[config.mk]
export PLATFORM = sky130hd
export DESIGN_NAME = dda_line_rasterizer_unit_flat
export DESIGN_NICKNAME = d
export VERILOG_FILES = /design/src/hw/rtl/dlr_pkg.sv /design/src/hw/rtl/dlr_item_if.sv /design/src/hw/rtl/dlr_pixel_if.sv /design/src/hw/rtl/dlr_cfg_if.sv /design/src/hw/rtl/dlr_cfg_regs.sv /design/src/hw/rtl/dlr_divider.sv /design/src/hw/rtl/dda_line_rasterizer_unit.sv /design/src/flat_wrapper.sv
export SDC_FILE = /design/constraint.sdc
export NUM_CORES = 2
export LEC_CHECK = 0
export ABC_AREA = 1
export BUFFER_PORTS_ARGS = -buffer_cell sky130_fd_sc_hd__buf_2
export CAP_MARGIN = 20
export CORE_ASPECT_RATIO = 1.1
export CORE_MARGIN = 2
export CORE_UTILIZATION = 61
export DETAILED_ROUTE_END_ITERATION = 8
export GPL_TIMING_DRIVEN = 0
export PLACE_DENSITY = 0.79
export SYNTH_ARGS = -nofsm -noshare
export SYNTH_HDL_FRONTEND = slang
export SYNTH_SLANG_ARGS = --single-unit
[constraint.sdc]
create_clock -name clk -period 5.35 [get_ports clk]
set_input_delay 1.3375 -clock clk [delete_from_list [all_inputs] [get_ports clk]]
set_output_delay 1.3375 -clock clk [all_outputs]
set_load 0.05 [all_outputs]
[src/hw/rtl/dlr_pkg.sv]
package dlr_pkg;

    localparam int COORD_W         = 24;
    localparam int COORD_FRAC_BITS = 8;
    localparam int STEP_FRAC_BITS  = 16;
    localparam int POS_FRAC        = COORD_FRAC_BITS + STEP_FRAC_BITS;
    localparam int Z_W             = 16;
    localparam int DELTA_W         = COORD_W + 1;
    localparam int POS_W           = COORD_W + STEP_FRAC_BITS + 2;
    localparam int INC_W           = POS_FRAC + 2;
    localparam int QUOT_W          = POS_FRAC + 1;
    localparam int DIV_CNT_W       = $clog2(QUOT_W + 1);
    localparam int PIX_W           = 12;
    localparam int PIX_IDX_W       = POS_W - 1 - POS_FRAC;
    localparam int SCR_W           = 13;
    localparam int COLOR_W         = 32;
    localparam int CFG_IDX_W       = 3;
    localparam int CFG_DATA_W      = 32;

    localparam logic [SCR_W-1:0]   SCREEN_LIMIT       = SCR_W'(4096);
    localparam logic [SCR_W-1:0]   RST_SCREEN_WIDTH   = SCR_W'(1920);
    localparam logic [SCR_W-1:0]   RST_SCREEN_HEIGHT  = SCR_W'(1080);
    localparam logic [Z_W-1:0]     RST_GROUND_LEVEL   = '0;
    localparam logic [COLOR_W-1:0] RST_COLOR_FLAT     = 32'hFFFF_FFFF;
    localparam logic [COLOR_W-1:0] RST_COLOR_RAISED   = 32'hFF00_00FF;
    localparam logic [COLOR_W-1:0] RST_COLOR_SLOPE    = 32'h00FF_00FF;

    localparam logic CMD_START = 1'b0;
    localparam logic CMD_STEP  = 1'b1;

    typedef enum logic [CFG_IDX_W-1:0] {
        CFG_SCREEN_WIDTH  = 3'd0,
        CFG_SCREEN_HEIGHT = 3'd1,
        CFG_GROUND_LEVEL  = 3'd2,
        CFG_COLOR_FLAT    = 3'd3,
        CFG_COLOR_RAISED  = 3'd4,
        CFG_COLOR_SLOPE   = 3'd5
    } cfg_idx_t;

    typedef enum logic [2:0] {
        ST_IDLE,
        ST_PREP,
        ST_DIV_X,
        ST_DIV_Y,
        ST_STEP,
        ST_FINISH
    } state_t;

    typedef struct packed {
        logic                      cmd;
        logic signed [COORD_W-1:0] start_x;
        logic signed [COORD_W-1:0] start_y;
        logic signed [Z_W-1:0]     start_z;
        logic signed [COORD_W-1:0] end_x;
        logic signed [COORD_W-1:0] end_y;
        logic signed [Z_W-1:0]     end_z;
    } item_t;

    typedef struct packed {
        logic [PIX_W-1:0]   pixel_x;
        logic [PIX_W-1:0]   pixel_y;
        logic [COLOR_W-1:0] pixel_color;
        logic               pixel_valid;
        logic               line_done;
    } pixel_t;

    typedef struct packed {
        logic [CFG_IDX_W-1:0]  index;
        logic [CFG_DATA_W-1:0] value;
    } cfg_wr_t;

    typedef struct packed {
        logic [SCR_W-1:0]      screen_width;
        logic [SCR_W-1:0]      screen_height;
        logic signed [Z_W-1:0] ground_level;
        logic [COLOR_W-1:0]    color_flat;
        logic [COLOR_W-1:0]    color_raised;
        logic [COLOR_W-1:0]    color_slope;
    } cfg_regs_t;

    typedef struct packed {
        logic               start;
        logic [DELTA_W-1:0] num;
        logic [DELTA_W-1:0] den;
    } div_req_t;

    typedef struct packed {
        logic              done;
        logic [QUOT_W-1:0] quot;
    } div_rsp_t;

endpackage

[src/hw/rtl/dlr_item_if.sv]
interface dlr_item_if;
    logic            valid;
    logic            ready;
    dlr_pkg::item_t  data;

    modport source (output valid, output data, input ready);
    modport sink   (input valid, input data, output ready);
endinterface

[src/hw/rtl/dlr_pixel_if.sv]
interface dlr_pixel_if;
    logic             valid;
    logic             ready;
    dlr_pkg::pixel_t  data;

    modport source (output valid, output data, input ready);
    modport sink   (input valid, input data, output ready);
endinterface

[src/hw/rtl/dlr_cfg_if.sv]
interface dlr_cfg_if;
    logic              valid;
    logic              ready;
    dlr_pkg::cfg_wr_t  data;

    modport source (output valid, output data, input ready);
    modport sink   (input valid, input data, output ready);
endinterface

[src/hw/rtl/dlr_cfg_regs.sv]
module dlr_cfg_regs (
    input  logic                clk,
    input  logic                rst_n,
    dlr_cfg_if.sink             cfg,
    output dlr_pkg::cfg_regs_t  regs
);

    dlr_pkg::cfg_regs_t regs_reg;
    dlr_pkg::cfg_regs_t regs_next;

    assign cfg.ready = 1'b1;
    assign regs      = regs_reg;

    always_comb
    begin
        regs_next = regs_reg;
        if (cfg.valid)
        begin
            case (cfg.data.index)
                dlr_pkg::CFG_SCREEN_WIDTH:
                    regs_next.screen_width = cfg.data.value[dlr_pkg::SCR_W-1:0];
                dlr_pkg::CFG_SCREEN_HEIGHT:
                    regs_next.screen_height = cfg.data.value[dlr_pkg::SCR_W-1:0];
                dlr_pkg::CFG_GROUND_LEVEL:
                    regs_next.ground_level = $signed(cfg.data.value[dlr_pkg::Z_W-1:0]);
                dlr_pkg::CFG_COLOR_FLAT:
                    regs_next.color_flat = cfg.data.value[dlr_pkg::COLOR_W-1:0];
                dlr_pkg::CFG_COLOR_RAISED:
                    regs_next.color_raised = cfg.data.value[dlr_pkg::COLOR_W-1:0];
                dlr_pkg::CFG_COLOR_SLOPE:
                    regs_next.color_slope = cfg.data.value[dlr_pkg::COLOR_W-1:0];
                default:
                    regs_next = regs_reg;
            endcase
        end
    end

    always_ff @(posedge clk or negedge rst_n)
    begin
        if (!rst_n)
        begin
            regs_reg.screen_width  <= dlr_pkg::RST_SCREEN_WIDTH;
            regs_reg.screen_height <= dlr_pkg::RST_SCREEN_HEIGHT;
            regs_reg.ground_level  <= $signed(dlr_pkg::RST_GROUND_LEVEL);
            regs_reg.color_flat    <= dlr_pkg::RST_COLOR_FLAT;
            regs_reg.color_raised  <= dlr_pkg::RST_COLOR_RAISED;
            regs_reg.color_slope   <= dlr_pkg::RST_COLOR_SLOPE;
        end
        else
        begin
            regs_reg <= regs_next;
        end
    end

endmodule

[src/hw/rtl/dlr_divider.sv]
module dlr_divider (
    input  logic               clk,
    input  logic               rst_n,
    input  dlr_pkg::div_req_t  req,
    output dlr_pkg::div_rsp_t  rsp
);

    logic                           busy_reg, busy_next;
    logic                           done_reg, done_next;
    logic [dlr_pkg::DIV_CNT_W-1:0]  cnt_reg, cnt_next;
    logic [dlr_pkg::DELTA_W-1:0]    rem_reg, rem_next;
    logic [dlr_pkg::DELTA_W-1:0]    den_reg, den_next;
    logic [dlr_pkg::QUOT_W-1:0]     shf_reg, shf_next;
    logic [dlr_pkg::QUOT_W-1:0]     quot_reg, quot_next;

    logic [dlr_pkg::DELTA_W:0]      trial;
    logic [dlr_pkg::DELTA_W:0]      trial_sub;
    logic                           ge;

    // restoring step: shift in one dividend bit, try to subtract the divisor
    always_comb
    begin
        trial     = {rem_reg, shf_reg[dlr_pkg::QUOT_W-1]};
        trial_sub = trial - {1'b0, den_reg};
        ge        = (trial >= {1'b0, den_reg});
    end

    always_comb
    begin
        busy_next = busy_reg;
        done_next = 1'b0;
        cnt_next  = cnt_reg;
        rem_next  = rem_reg;
        den_next  = den_reg;
        shf_next  = shf_reg;
        quot_next = quot_reg;
        if (req.start)
        begin
            // dividend is num << POS_FRAC; its top part num >> 1 is already below den
            busy_next = 1'b1;
            cnt_next  = dlr_pkg::DIV_CNT_W'(dlr_pkg::QUOT_W);
            rem_next  = {1'b0, req.num[dlr_pkg::DELTA_W-1:1]};
            shf_next  = {req.num[0], {dlr_pkg::POS_FRAC{1'b0}}};
            den_next  = req.den;
            quot_next = '0;
        end
        else if (busy_reg)
        begin
            rem_next  = ge ? trial_sub[dlr_pkg::DELTA_W-1:0] : trial[dlr_pkg::DELTA_W-1:0];
            shf_next  = {shf_reg[dlr_pkg::QUOT_W-2:0], 1'b0};
            quot_next = {quot_reg[dlr_pkg::QUOT_W-2:0], ge};
            cnt_next  = cnt_reg - dlr_pkg::DIV_CNT_W'(1);
            if (cnt_reg == dlr_pkg::DIV_CNT_W'(1))
            begin
                busy_next = 1'b0;
                done_next = 1'b1;
            end
        end
    end

    always_ff @(posedge clk or negedge rst_n)
    begin
        if (!rst_n)
        begin
            busy_reg <= 1'b0;
            done_reg <= 1'b0;
            cnt_reg  <= '0;
        end
        else
        begin
            busy_reg <= busy_next;
            done_reg <= done_next;
            cnt_reg  <= cnt_next;
        end
    end

    always_ff @(posedge clk)
    begin
        rem_reg  <= rem_next;
        den_reg  <= den_next;
        shf_reg  <= shf_next;
        quot_reg <= quot_next;
    end

    assign rsp.done = done_reg;
    assign rsp.quot = quot_reg;

    a_busy_count: assert property (@(posedge clk) disable iff (!rst_n)
        busy_reg |-> cnt_reg != '0)
        else $error("divider busy with zero count");

    a_rem_below_den: assert property (@(posedge clk) disable iff (!rst_n)
        busy_reg |-> rem_reg < den_reg)
        else $error("partial remainder not below divisor");

endmodule

[src/hw/rtl/dda_line_rasterizer_unit.sv]
// dda line rasterizer
// item channel: cmd 0 loads a line from two signed Q15.8 end points and
// their heights; cmd 1 asks for the next pixel of the current line.
// every item gives exactly one beat on the pixel channel: a start beat
// carries the line color and line_done when the line is shorter than one
// pixel; a step beat carries the current point (pixel_valid only when it
// lies on screen) and line_done on its last point or with no line active.
// cfg channel writes screen size, ground level and the three colors; it is
// always ready and is meant to be used only while no item is in flight.
// a start item passes a setup state, then one restoring divider, shared by
// both axes, makes one quotient bit per cycle, a 25-bit quotient for each
// axis in turn; a line shorter than a pixel skips the divides. a step item
// advances the point, then does the end check and result load. the next
// item is taken only after the result is loaded. item.ready is high only
// between items, also while a result still waits in the output register.
// if the receiver stalls, the last beat stays in the output register and
// the next result waits in the finish state before it is released.
// reset restores the default registers and leaves no line active.
module dda_line_rasterizer_unit (
    input  logic          clk,
    input  logic          rst_n,
    dlr_item_if.sink      item,
    dlr_pixel_if.source   pixel,
    dlr_cfg_if.sink       cfg
);

    localparam logic signed [dlr_pkg::DELTA_W-1:0] COORD_ONE =
        dlr_pkg::DELTA_W'(2 ** dlr_pkg::COORD_FRAC_BITS);
    localparam logic signed [dlr_pkg::POS_W-1:0] POS_ONE =
        dlr_pkg::POS_W'(2 ** dlr_pkg::POS_FRAC);

    dlr_pkg::cfg_regs_t  cfg_regs;
    dlr_pkg::div_req_t   div_req;
    dlr_pkg::div_rsp_t   div_rsp;

    dlr_pkg::state_t     state_reg, state_next;

    logic signed [dlr_pkg::POS_W-1:0]    cur_x_reg, cur_x_next, cur_y_reg, cur_y_next;
    logic signed [dlr_pkg::POS_W-1:0]    diff_x_reg, diff_x_next, diff_y_reg, diff_y_next;
    logic signed [dlr_pkg::INC_W-1:0]    inc_x_reg, inc_x_next, inc_y_reg, inc_y_next;
    logic signed [dlr_pkg::DELTA_W-1:0]  dx_reg, dx_next, dy_reg, dy_next;
    logic [dlr_pkg::DELTA_W-1:0]         mag_y_reg, mag_y_next, big_reg, big_next;
    logic [dlr_pkg::COLOR_W-1:0]         color_reg, color_next;
    logic                                active_reg, active_next;
    logic                                chk_reg, chk_next;
    dlr_pkg::pixel_t                     res_reg, res_next;
    dlr_pkg::pixel_t                     out_reg, out_next;
    logic                                out_valid_reg, out_valid_next;

    logic                                item_fire;
    logic                                out_free;
    logic [dlr_pkg::DELTA_W-1:0]         mag_x, mag_y, big;
    logic                                start_over;
    logic [dlr_pkg::COLOR_W-1:0]         new_color;
    logic signed [dlr_pkg::INC_W-1:0]    quot_ext, inc_from_div;
    logic [dlr_pkg::SCR_W-1:0]           lim_w, lim_h;
    logic [dlr_pkg::PIX_IDX_W-1:0]       idx_x, idx_y;
    logic                                on_screen;
    logic                                near_x, near_y, passed_x, passed_y, over_now;

    dlr_cfg_regs u_cfg_regs (
        .clk   (clk),
        .rst_n (rst_n),
        .cfg   (cfg),
        .regs  (cfg_regs)
    );

    dlr_divider u_divider (
        .clk   (clk),
        .rst_n (rst_n),
        .req   (div_req),
        .rsp   (div_rsp)
    );

    assign item_fire   = item.valid && item.ready;
    assign out_free    = !out_valid_reg || pixel.ready;
    assign item.ready  = (state_reg == dlr_pkg::ST_IDLE);
    assign pixel.valid = out_valid_reg;
    assign pixel.data  = out_reg;

    // line color from the two heights
    always_comb
    begin
        if ((item.data.start_z != cfg_regs.ground_level ||
             item.data.end_z != cfg_regs.ground_level) &&
            item.data.start_z != item.data.end_z)
        begin
            new_color = cfg_regs.color_slope;
        end
        else if (item.data.start_z != cfg_regs.ground_level &&
                 item.data.end_z != cfg_regs.ground_level)
        begin
            new_color = cfg_regs.color_raised;
        end
        else
        begin
            new_color = cfg_regs.color_flat;
        end
    end

    // deltas, major axis and the sub-pixel test
    always_comb
    begin
        mag_x = dlr_pkg::DELTA_W'(dx_reg[dlr_pkg::DELTA_W-1] ? -dx_reg : dx_reg);
        mag_y = dlr_pkg::DELTA_W'(dy_reg[dlr_pkg::DELTA_W-1] ? -dy_reg : dy_reg);
        big   = (mag_x > mag_y) ? mag_x : mag_y;
        start_over = (dx_reg > -COORD_ONE) && (dx_reg < COORD_ONE) &&
                     (dy_reg > -COORD_ONE) && (dy_reg < COORD_ONE);
    end

    // quotient magnitude back to a signed increment
    always_comb
    begin
        quot_ext     = dlr_pkg::INC_W'(div_rsp.quot);
        inc_from_div = quot_ext;
        if (state_reg == dlr_pkg::ST_DIV_X && dx_reg[dlr_pkg::DELTA_W-1])
        begin
            inc_from_div = -quot_ext;
        end
        else if (state_reg == dlr_pkg::ST_DIV_Y && dy_reg[dlr_pkg::DELTA_W-1])
        begin
            inc_from_div = -quot_ext;
        end
    end

    // clipping of the current point
    always_comb
    begin
        lim_w = (cfg_regs.screen_width > dlr_pkg::SCREEN_LIMIT) ?
                dlr_pkg::SCREEN_LIMIT : cfg_regs.screen_width;
        lim_h = (cfg_regs.screen_height > dlr_pkg::SCREEN_LIMIT) ?
                dlr_pkg::SCREEN_LIMIT : cfg_regs.screen_height;
        idx_x = cur_x_reg[dlr_pkg::POS_W-2:dlr_pkg::POS_FRAC];
        idx_y = cur_y_reg[dlr_pkg::POS_W-2:dlr_pkg::POS_FRAC];
        on_screen = !cur_x_reg[dlr_pkg::POS_W-1] && !cur_y_reg[dlr_pkg::POS_W-1] &&
                    (idx_x < dlr_pkg::PIX_IDX_W'(lim_w)) &&
                    (idx_y < dlr_pkg::PIX_IDX_W'(lim_h));
    end

    // end of line: both remaining distances below a pixel, or an axis overshot
    always_comb
    begin
        near_x   = (diff_x_reg > -POS_ONE) && (diff_x_reg < POS_ONE);
        near_y   = (diff_y_reg > -POS_ONE) && (diff_y_reg < POS_ONE);
        passed_x = (!inc_x_reg[dlr_pkg::INC_W-1] && inc_x_reg != '0 &&
                    diff_x_reg <= -POS_ONE) ||
                   (inc_x_reg[dlr_pkg::INC_W-1] && diff_x_reg >= POS_ONE);
        passed_y = (!inc_y_reg[dlr_pkg::INC_W-1] && inc_y_reg != '0 &&
                    diff_y_reg <= -POS_ONE) ||
                   (inc_y_reg[dlr_pkg::INC_W-1] && diff_y_reg >= POS_ONE);
        over_now = (near_x && near_y) || passed_x || passed_y;
    end

    always_comb
    begin
        state_next = state_reg;
        case (state_reg)
            dlr_pkg::ST_IDLE:
            begin
                if (item_fire)
                begin
                    if (item.data.cmd == dlr_pkg::CMD_START)
                    begin
                        state_next = dlr_pkg::ST_PREP;
                    end
                    else if (active_reg)
                    begin
                        state_next = dlr_pkg::ST_STEP;
                    end
                    else
                    begin
                        state_next = dlr_pkg::ST_FINISH;
                    end
                end
            end
            dlr_pkg::ST_PREP:
            begin
                state_next = start_over ? dlr_pkg::ST_FINISH : dlr_pkg::ST_DIV_X;
            end
            dlr_pkg::ST_DIV_X:
            begin
                if (div_rsp.done)
                begin
                    state_next = dlr_pkg::ST_DIV_Y;
                end
            end
            dlr_pkg::ST_DIV_Y:
            begin
                if (div_rsp.done)
                begin
                    state_next = dlr_pkg::ST_FINISH;
                end
            end
            dlr_pkg::ST_STEP:
            begin
                state_next = dlr_pkg::ST_FINISH;
            end
            dlr_pkg::ST_FINISH:
            begin
                if (out_free)
                begin
                    state_next = dlr_pkg::ST_IDLE;
                end
            end
            default:
            begin
                state_next = dlr_pkg::ST_IDLE;
            end
        endcase
    end

    always_comb
    begin
        cur_x_next     = cur_x_reg;
        cur_y_next     = cur_y_reg;
        diff_x_next    = diff_x_reg;
        diff_y_next    = diff_y_reg;
        inc_x_next     = inc_x_reg;
        inc_y_next     = inc_y_reg;
        dx_next        = dx_reg;
        dy_next        = dy_reg;
        mag_y_next     = mag_y_reg;
        big_next       = big_reg;
        color_next     = color_reg;
        active_next    = active_reg;
        chk_next       = chk_reg;
        res_next       = res_reg;
        out_next       = out_reg;
        out_valid_next = out_valid_reg && !pixel.ready;

        div_req.start = 1'b0;
        div_req.num   = mag_y_reg;
        div_req.den   = big_reg;

        case (state_reg)
            dlr_pkg::ST_IDLE:
            begin
                if (item_fire)
                begin
                    res_next.pixel_x     = '0;
                    res_next.pixel_y     = '0;
                    res_next.pixel_valid = 1'b0;
                    res_next.line_done   = 1'b1;
                    chk_next             = 1'b0;
                    if (item.data.cmd == dlr_pkg::CMD_START)
                    begin
                        cur_x_next = dlr_pkg::POS_W'($signed(item.data.start_x))
                                     <<< dlr_pkg::STEP_FRAC_BITS;
                        cur_y_next = dlr_pkg::POS_W'($signed(item.data.start_y))
                                     <<< dlr_pkg::STEP_FRAC_BITS;
                        dx_next = dlr_pkg::DELTA_W'($signed(item.data.end_x)) -
                                  dlr_pkg::DELTA_W'($signed(item.data.start_x));
                        dy_next = dlr_pkg::DELTA_W'($signed(item.data.end_y)) -
                                  dlr_pkg::DELTA_W'($signed(item.data.start_y));
                        color_next = new_color;
                    end
                end
            end
            dlr_pkg::ST_PREP:
            begin
                diff_x_next = dlr_pkg::POS_W'(dx_reg) <<< dlr_pkg::STEP_FRAC_BITS;
                diff_y_next = dlr_pkg::POS_W'(dy_reg) <<< dlr_pkg::STEP_FRAC_BITS;
                mag_y_next  = mag_y;
                big_next    = big;
                active_next = !start_over;
                res_next.line_done = start_over;
                div_req.start = !start_over;
                div_req.num   = mag_x;
                div_req.den   = big;
            end
            dlr_pkg::ST_DIV_X:
            begin
                if (div_rsp.done)
                begin
                    inc_x_next    = inc_from_div;
                    div_req.start = 1'b1;
                end
            end
            dlr_pkg::ST_DIV_Y:
            begin
                if (div_rsp.done)
                begin
                    inc_y_next = inc_from_div;
                end
            end
            dlr_pkg::ST_STEP:
            begin
                res_next.pixel_valid = on_screen;
                res_next.pixel_x = on_screen ? idx_x[dlr_pkg::PIX_W-1:0] : '0;
                res_next.pixel_y = on_screen ? idx_y[dlr_pkg::PIX_W-1:0] : '0;
                cur_x_next  = cur_x_reg + dlr_pkg::POS_W'(inc_x_reg);
                cur_y_next  = cur_y_reg + dlr_pkg::POS_W'(inc_y_reg);
                diff_x_next = diff_x_reg - dlr_pkg::POS_W'(inc_x_reg);
                diff_y_next = diff_y_reg - dlr_pkg::POS_W'(inc_y_reg);
                chk_next    = 1'b1;
            end
            dlr_pkg::ST_FINISH:
            begin
                if (out_free)
                begin
                    out_next             = res_reg;
                    out_next.pixel_color = color_reg;
                    out_next.line_done   = chk_reg ? over_now : res_reg.line_done;
                    out_valid_next       = 1'b1;
                    if (chk_reg && over_now)
                    begin
                        active_next = 1'b0;
                    end
                end
            end
            default:
            begin
                chk_next = chk_reg;
            end
        endcase
    end

    always_ff @(posedge clk or negedge rst_n)
    begin
        if (!rst_n)
        begin
            state_reg     <= dlr_pkg::ST_IDLE;
            active_reg    <= 1'b0;
            chk_reg       <= 1'b0;
            out_valid_reg <= 1'b0;
            color_reg     <= '0;
        end
        else
        begin
            state_reg     <= state_next;
            active_reg    <= active_next;
            chk_reg       <= chk_next;
            out_valid_reg <= out_valid_next;
            color_reg     <= color_next;
        end
    end

    always_ff @(posedge clk)
    begin
        cur_x_reg  <= cur_x_next;
        cur_y_reg  <= cur_y_next;
        diff_x_reg <= diff_x_next;
        diff_y_reg <= diff_y_next;
        inc_x_reg  <= inc_x_next;
        inc_y_reg  <= inc_y_next;
        dx_reg     <= dx_next;
        dy_reg     <= dy_next;
        mag_y_reg  <= mag_y_next;
        big_reg    <= big_next;
        res_reg    <= res_next;
        out_reg    <= out_next;
    end

    a_start_to_prep: assert property (@(posedge clk) disable iff (!rst_n)
        (item_fire && item.data.cmd == dlr_pkg::CMD_START) |=> state_reg == dlr_pkg::ST_PREP)
        else $error("start beat did not enter setup");

    a_clipped_zero: assert property (@(posedge clk) disable iff (!rst_n)
        (pixel.valid && !pixel.data.pixel_valid) |->
            (pixel.data.pixel_x == '0 && pixel.data.pixel_y == '0))
        else $error("clipped pixel carries coordinates");

    a_div_done_state: assert property (@(posedge clk) disable iff (!rst_n)
        div_rsp.done |-> (state_reg == dlr_pkg::ST_DIV_X || state_reg == dlr_pkg::ST_DIV_Y))
        else $error("quotient arrived outside a divide phase");

    a_step_active: assert property (@(posedge clk) disable iff (!rst_n)
        state_reg == dlr_pkg::ST_STEP |-> active_reg)
        else $error("advancing without an active line");

    a_finish_loads: assert property (@(posedge clk) disable iff (!rst_n)
        (state_reg == dlr_pkg::ST_FINISH && out_free) |=> out_valid_reg)
        else $error("result not loaded into output register");

endmodule
[src/flat_wrapper.sv]
// flat-port wrapper written by rule: the top's interface ports become plain ports
module dda_line_rasterizer_unit_flat 
  (clk, rst_n, item_valid, item_data, item_ready, pixel_valid, pixel_data, pixel_ready, cfg_valid, cfg_data, cfg_ready);
  dlr_item_if item_i ();
  dlr_pixel_if pixel_i ();
  dlr_cfg_if cfg_i ();
  input  logic clk;
  input  logic rst_n;
  input wire logic [$bits(item_i.valid)-1:0] item_valid;
  input wire logic [$bits(item_i.data)-1:0] item_data;
  output wire logic [$bits(item_i.ready)-1:0] item_ready;
  output wire logic [$bits(pixel_i.valid)-1:0] pixel_valid;
  output wire logic [$bits(pixel_i.data)-1:0] pixel_data;
  input wire logic [$bits(pixel_i.ready)-1:0] pixel_ready;
  input wire logic [$bits(cfg_i.valid)-1:0] cfg_valid;
  input wire logic [$bits(cfg_i.data)-1:0] cfg_data;
  output wire logic [$bits(cfg_i.ready)-1:0] cfg_ready;
  assign item_i.valid = item_valid;
  assign item_i.data = item_data;
  assign item_ready = item_i.ready;
  assign pixel_valid = pixel_i.valid;
  assign pixel_data = pixel_i.data;
  assign pixel_i.ready = pixel_ready;
  assign cfg_i.valid = cfg_valid;
  assign cfg_i.data = cfg_data;
  assign cfg_ready = cfg_i.ready;
  dda_line_rasterizer_unit u_core (.clk(clk), .rst_n(rst_n), .item(item_i), .pixel(pixel_i), .cfg(cfg_i));
endmodule
== Word-level counts from Yosys, hierarchy flattened ==
Index checks and enable logic that the tools add are counted.
Word-level totals
  flip-flop bits (word level): 663
  input bits: 169
  output and inout port bits: 61
  logic and storage cells: 203
Cells by class
  add/sub/neg operators: 11
  order comparisons: 18
  eq/ne operators: 20
  muxes and demuxes: 56
  bitwise operators: 1
  reduce and logical (&&, ||, !) cells: 59
Operators by type and width (count)
  $pmux 42 s2: 4
  $mux 42: 4
  $mux 25: 6
  $add 42x26->42: 2
  $ge 42x26->1 const B: 2
  $gt 42x25->1 const B: 2
  $le 42x25->1 const B: 2
  $lt 42x26->1 const B: 2
  $sub 42x26->42: 2
  $mux 24: 3
  $mux 32: 2
  $mux 26: 2
  $reduce_bool 26->1: 2
  $gt 25x9->1 const B: 2
  $lt 25x10->1 const B: 2
  $mux 50: 1
  $neg 25->25: 2
  $sub 24x24->25: 2
  $ne 16x16->1: 3
  $pmux 24 s2: 1
  $lt 17x13->1: 2
  $ge 26x25->1: 1
  $gt 13x13->1 const B: 2
  $mux 13: 2
  other kinds (26): 110

== Logic depth before layout (Yosys ltp) ==
  depth after elaboration: 10
  depth in mapped cells: 22
  gate-level depth less buffers: 21

== Cells and area by module ==
Synthesis repeated with hierarchy kept, for this count alone.
Second synthesis, totals
  cells, all modules: 6512
  area, all modules: 47187.8 um2
By module, submodules not included
  dda_line_rasterizer_unit: instances 1, cells each 5141, area each 36328.6 um2, sequential area each 13082.5 um2
  dlr_cfg_regs: instances 1, cells each 608, area each 5464.0 um2, sequential area each 3543.4 um2
  dlr_divider: instances 1, cells each 763, area each 5395.2 um2, sequential area each 2197.1 um2

== Worst setup path before layout ==
No wires, ideal clock.
  kind: input to register
  from: input pixel_ready
  to: register u_core.out_reg, in the netlist u_core.pixel.data[0] (enable)
  setup time: 0.474 ns
  arrival time: 3.828 ns
  path slack: 1.048 ns
  stages: 2
  buffers on the path: 0
  cells stage by stage: nor2_1 > nor2_1
Between the ends
  longest elaborated chain between the ends: 2
Ends and longest elaborated chain
  start, declared: line flat_wrapper.sv:14  | input wire logic [$bits(pixel_i.ready)-1:0] pixel_ready;
  $logic_or 1x1->1: line dda_line_rasterizer_unit.sv:76  | assign out_free = !out_valid_reg || pixel.ready;
  $reduce_and 2->1 (no source line)
  end signal, assigned: line dda_line_rasterizer_unit.sv:351  | out_reg <= out_next;
  end, declared: line dda_line_rasterizer_unit.sv:47  | dlr_pkg::pixel_t out_reg, out_next;
Every way passes these cells.
A chain may end at the register's enable or synchronous reset.

==> flow_metrics.tcl <==
set metrics [dict create \
    status "completed" \
    wirelength_um 163000 \
    synth_warnings 0 \
    syn_area_per_cell_um2 7.50 \
    drive_above_1_share 0.0819 \
    clock_latency_ps 660 \
    synthCells 6181 \
    crit_chain "inv_1, nand2_1, nor2_1, nand4_1, nor2_1, nand2_1, nand2_1, nand2_1, nand2_1, inv_1, ha_1, nand2_1, nor2_1, nand3_1, nor2_1, o21ai_0, nand3_2, buf_1, nand3_1, nand3_1, nand2_1" \
    die_w_um 267 \
    cts_resized 0 \
    yosysTopAreaCellShare 0.294 \
    num-fill-cells 6534 \
    worstPathArrival_ps 5130 \
    cts_hold_buf 0 \
    power_mw 25.1 \
    nNetsFinal 6963 \
    drv_slew 0 \
    ant_nets 0 \
    report.final.hold_viol_count 0 \
    antenna_found_initial 23 \
    syn_nets 6648 \
    cts_sinks 663 \
    end_kind "flop" \
    max_freq_mhz 212 \
    final_common_cell "nand2_1" \
    crit_top_cell "nand2_1" \
    row_count 106 \
    p_leak_nw 23.6 \
    startpoint_type "flop" \
    drv_cap 0 \
    cts_buffers 71 \
    synth_edf_count 454 \
    cts_tree "yes" \
    min_period_ps 4730 \
    cts_buffer_depth 3 \
    clkSlewWorstSetupHoldPaths_ps 70 \
    grt-ovfl-total 0 \
    gp_congestion 1.05 \
    critPathSlowestCell "edfxtp_1" \
    critPathLaunch "u_core.dy_reg[0]" \
    slowest_delay_ps 560 \
    worstMarginPinSlew_ps 1220 \
    ys_ff_latch 663 \
    fin_skew_ps 32.6 \
    worst-path-max-fanout 10 \
    largest_reg_flops 138 \
    fp.coreArea_um2 75600 \
    fp.dieH_um 293 \
    ir_worst_vdd_uv 316 \
    remaining_drc_errors 0 \
    grt_pass1_wl_um 245000 \
    period_share 0.883 \
    post-cts-setup-buffer-count 0 \
    port_buffers 228 \
    cts-root-buf "clkbuf_16" \
    final_util 0.683 \
    yosys-top-cells-area "edfxtp_1, nand2_1, ha_1" \
    final_cell_mix "nand2_1, inv_1, nor2_1, edfxtp_1, o21ai_0" \
    grt_pass1_vias 42625 \
    syn2layout_area_growth_pct 11.3 \
    required_ps 5750 \
    dp.final_hpwl_um 129000 \
    ys_async_sr_fraction 0.276 \
    grt_use_total 0.414 \
    start_util 0.613 \
    io_pins 230 \
    worstSetupPathDepth 21 \
    ys_types 53 \
    min_path_type "flop to flop" \
    viasPerCell 5.93 \
    first_pass_iters 8 \
    vias 44677 \
    p_per_area_nw_per_um2 486 \
    crit_type "flop to flop" \
    crit_family "simple AND/OR/NAND/NOR gates" \
    r2r-start "u_core.dy_reg[0]" \
    setup_viol 0 \
    r2r-end "u_core.u_divider.den_reg[11]" \
    rr_worst_depth 21 \
    r2r_slack_ps 620 \
    critPathBufInv 3 \
    drt-initial-drc-count 4568 \
    rsz0062_at_grt "no" \
    post_drt_wl_per_cell_um 21.7 \
    synth_area_leader_cell "edfxtp_1" \
    die_area_um2 78300 \
    yosysSeqAreaShare 0.406 \
    crit_end "u_core.u_divider.den_reg[11]" \
    grt_max_degree 122 \
    syn-cell-area_um2 46400 \
    ctsHtreeMaxLevel 3 \
    slew-limit-headroom 0.185 \
    yosys_most_used_dff "edfxtp_1" \
]
-- layout make-up --
class	count	area, µm²	share of cell area
timing repair buffer	242	1420	0.0275
antenna	7	17.5	0.000339
inverter	796	2990	0.0580
tap	972	1220	0.0236
buffer	120	541	0.0105
sequential	663	18800	0.365
clock inverter	44	638	0.0124
clock buffer	86	1900	0.0369
multi-input combinational	4602	24100	0.466
-- logic make-up (layout without fill, tap and decap cells) --
logic type / after synthesis / after routing / synth area share
xor gates and xnor gates: 173 / 173 / 0.0327
other: 1 / 8 / 0.0000809
adders and majority gates: 298 / 298 / 0.0815
buffers and inverters: 916 / 1288 / 0.0760
AOI/OAI and AO/OA: 1090 / 1090 / 0.129
DFF: 663 / 663 / 0.406
and+or+nand+nor: 3040 / 3040 / 0.275
-- stage by stage --
step                setup slack (ps)  hold WS, ps  cells  instance area, µm²  TNS [ps]
finish                           625          421   7532               51600         0
global placement                -779          403   7381               48700    -99350
floorplan                       1050          400   6181               46400         0
global route                     322          427   7529               51600         0
detailed placement               728          406   7393               49000         0
CTS                              740          416   7523               51500         0
-- layer usage --
metal | track usage | part of all wire | vias up
li1 | - | - | 21158
met1 | 0.513 | 0.38 | 20581
met2 | 0.645 | 0.44 | 2329
met3 | 0.0898 | 0.10 | 583
met4 | 0.291 | 0.080 | 26
met5 | 0 | 0.00099 | -
-- power by group --
part           switching, mW  internal (mW)
clock                   2.33           3.08
combinational           7.72           3.54
sequential             0.904           7.50
-- worst min path at each step --
stage | start | slack, ps | depth (start not counted) | end
after floorplan | u_core.res_reg[1] | 400 | 0 | u_core.pixel.data[1]
after global placement | u_core.res_reg[53] | 400 | 0 | u_core.pixel.data[53]
after detailed placement | u_core.res_reg[34] | 410 | 0 | u_core.pixel.data[34]
after CTS | u_core.res_reg[51] | 420 | 0 | u_core.pixel.data[51]
after global routing | u_core.res_reg[47] | 430 | 0 | u_core.pixel.data[47]
final | u_core.res_reg[1] | 420 | 0 | u_core.pixel.data[1]
-- cell usage after synthesis, drive strengths merged (50+ instances only) --
library cell / instances
dfrtp: 111
inv: 796
nand2: 1645
dfstp: 72
o21ai: 466
xnor2: 66
nor2: 663
a21boi: 50
edfxtp: 454
nor3: 87
nand4: 81
clkbuf: 87
xor2: 107
or2: 52
a21oi: 438
nand3: 409
ha: 291
Power figures use the tool's default switching activity.
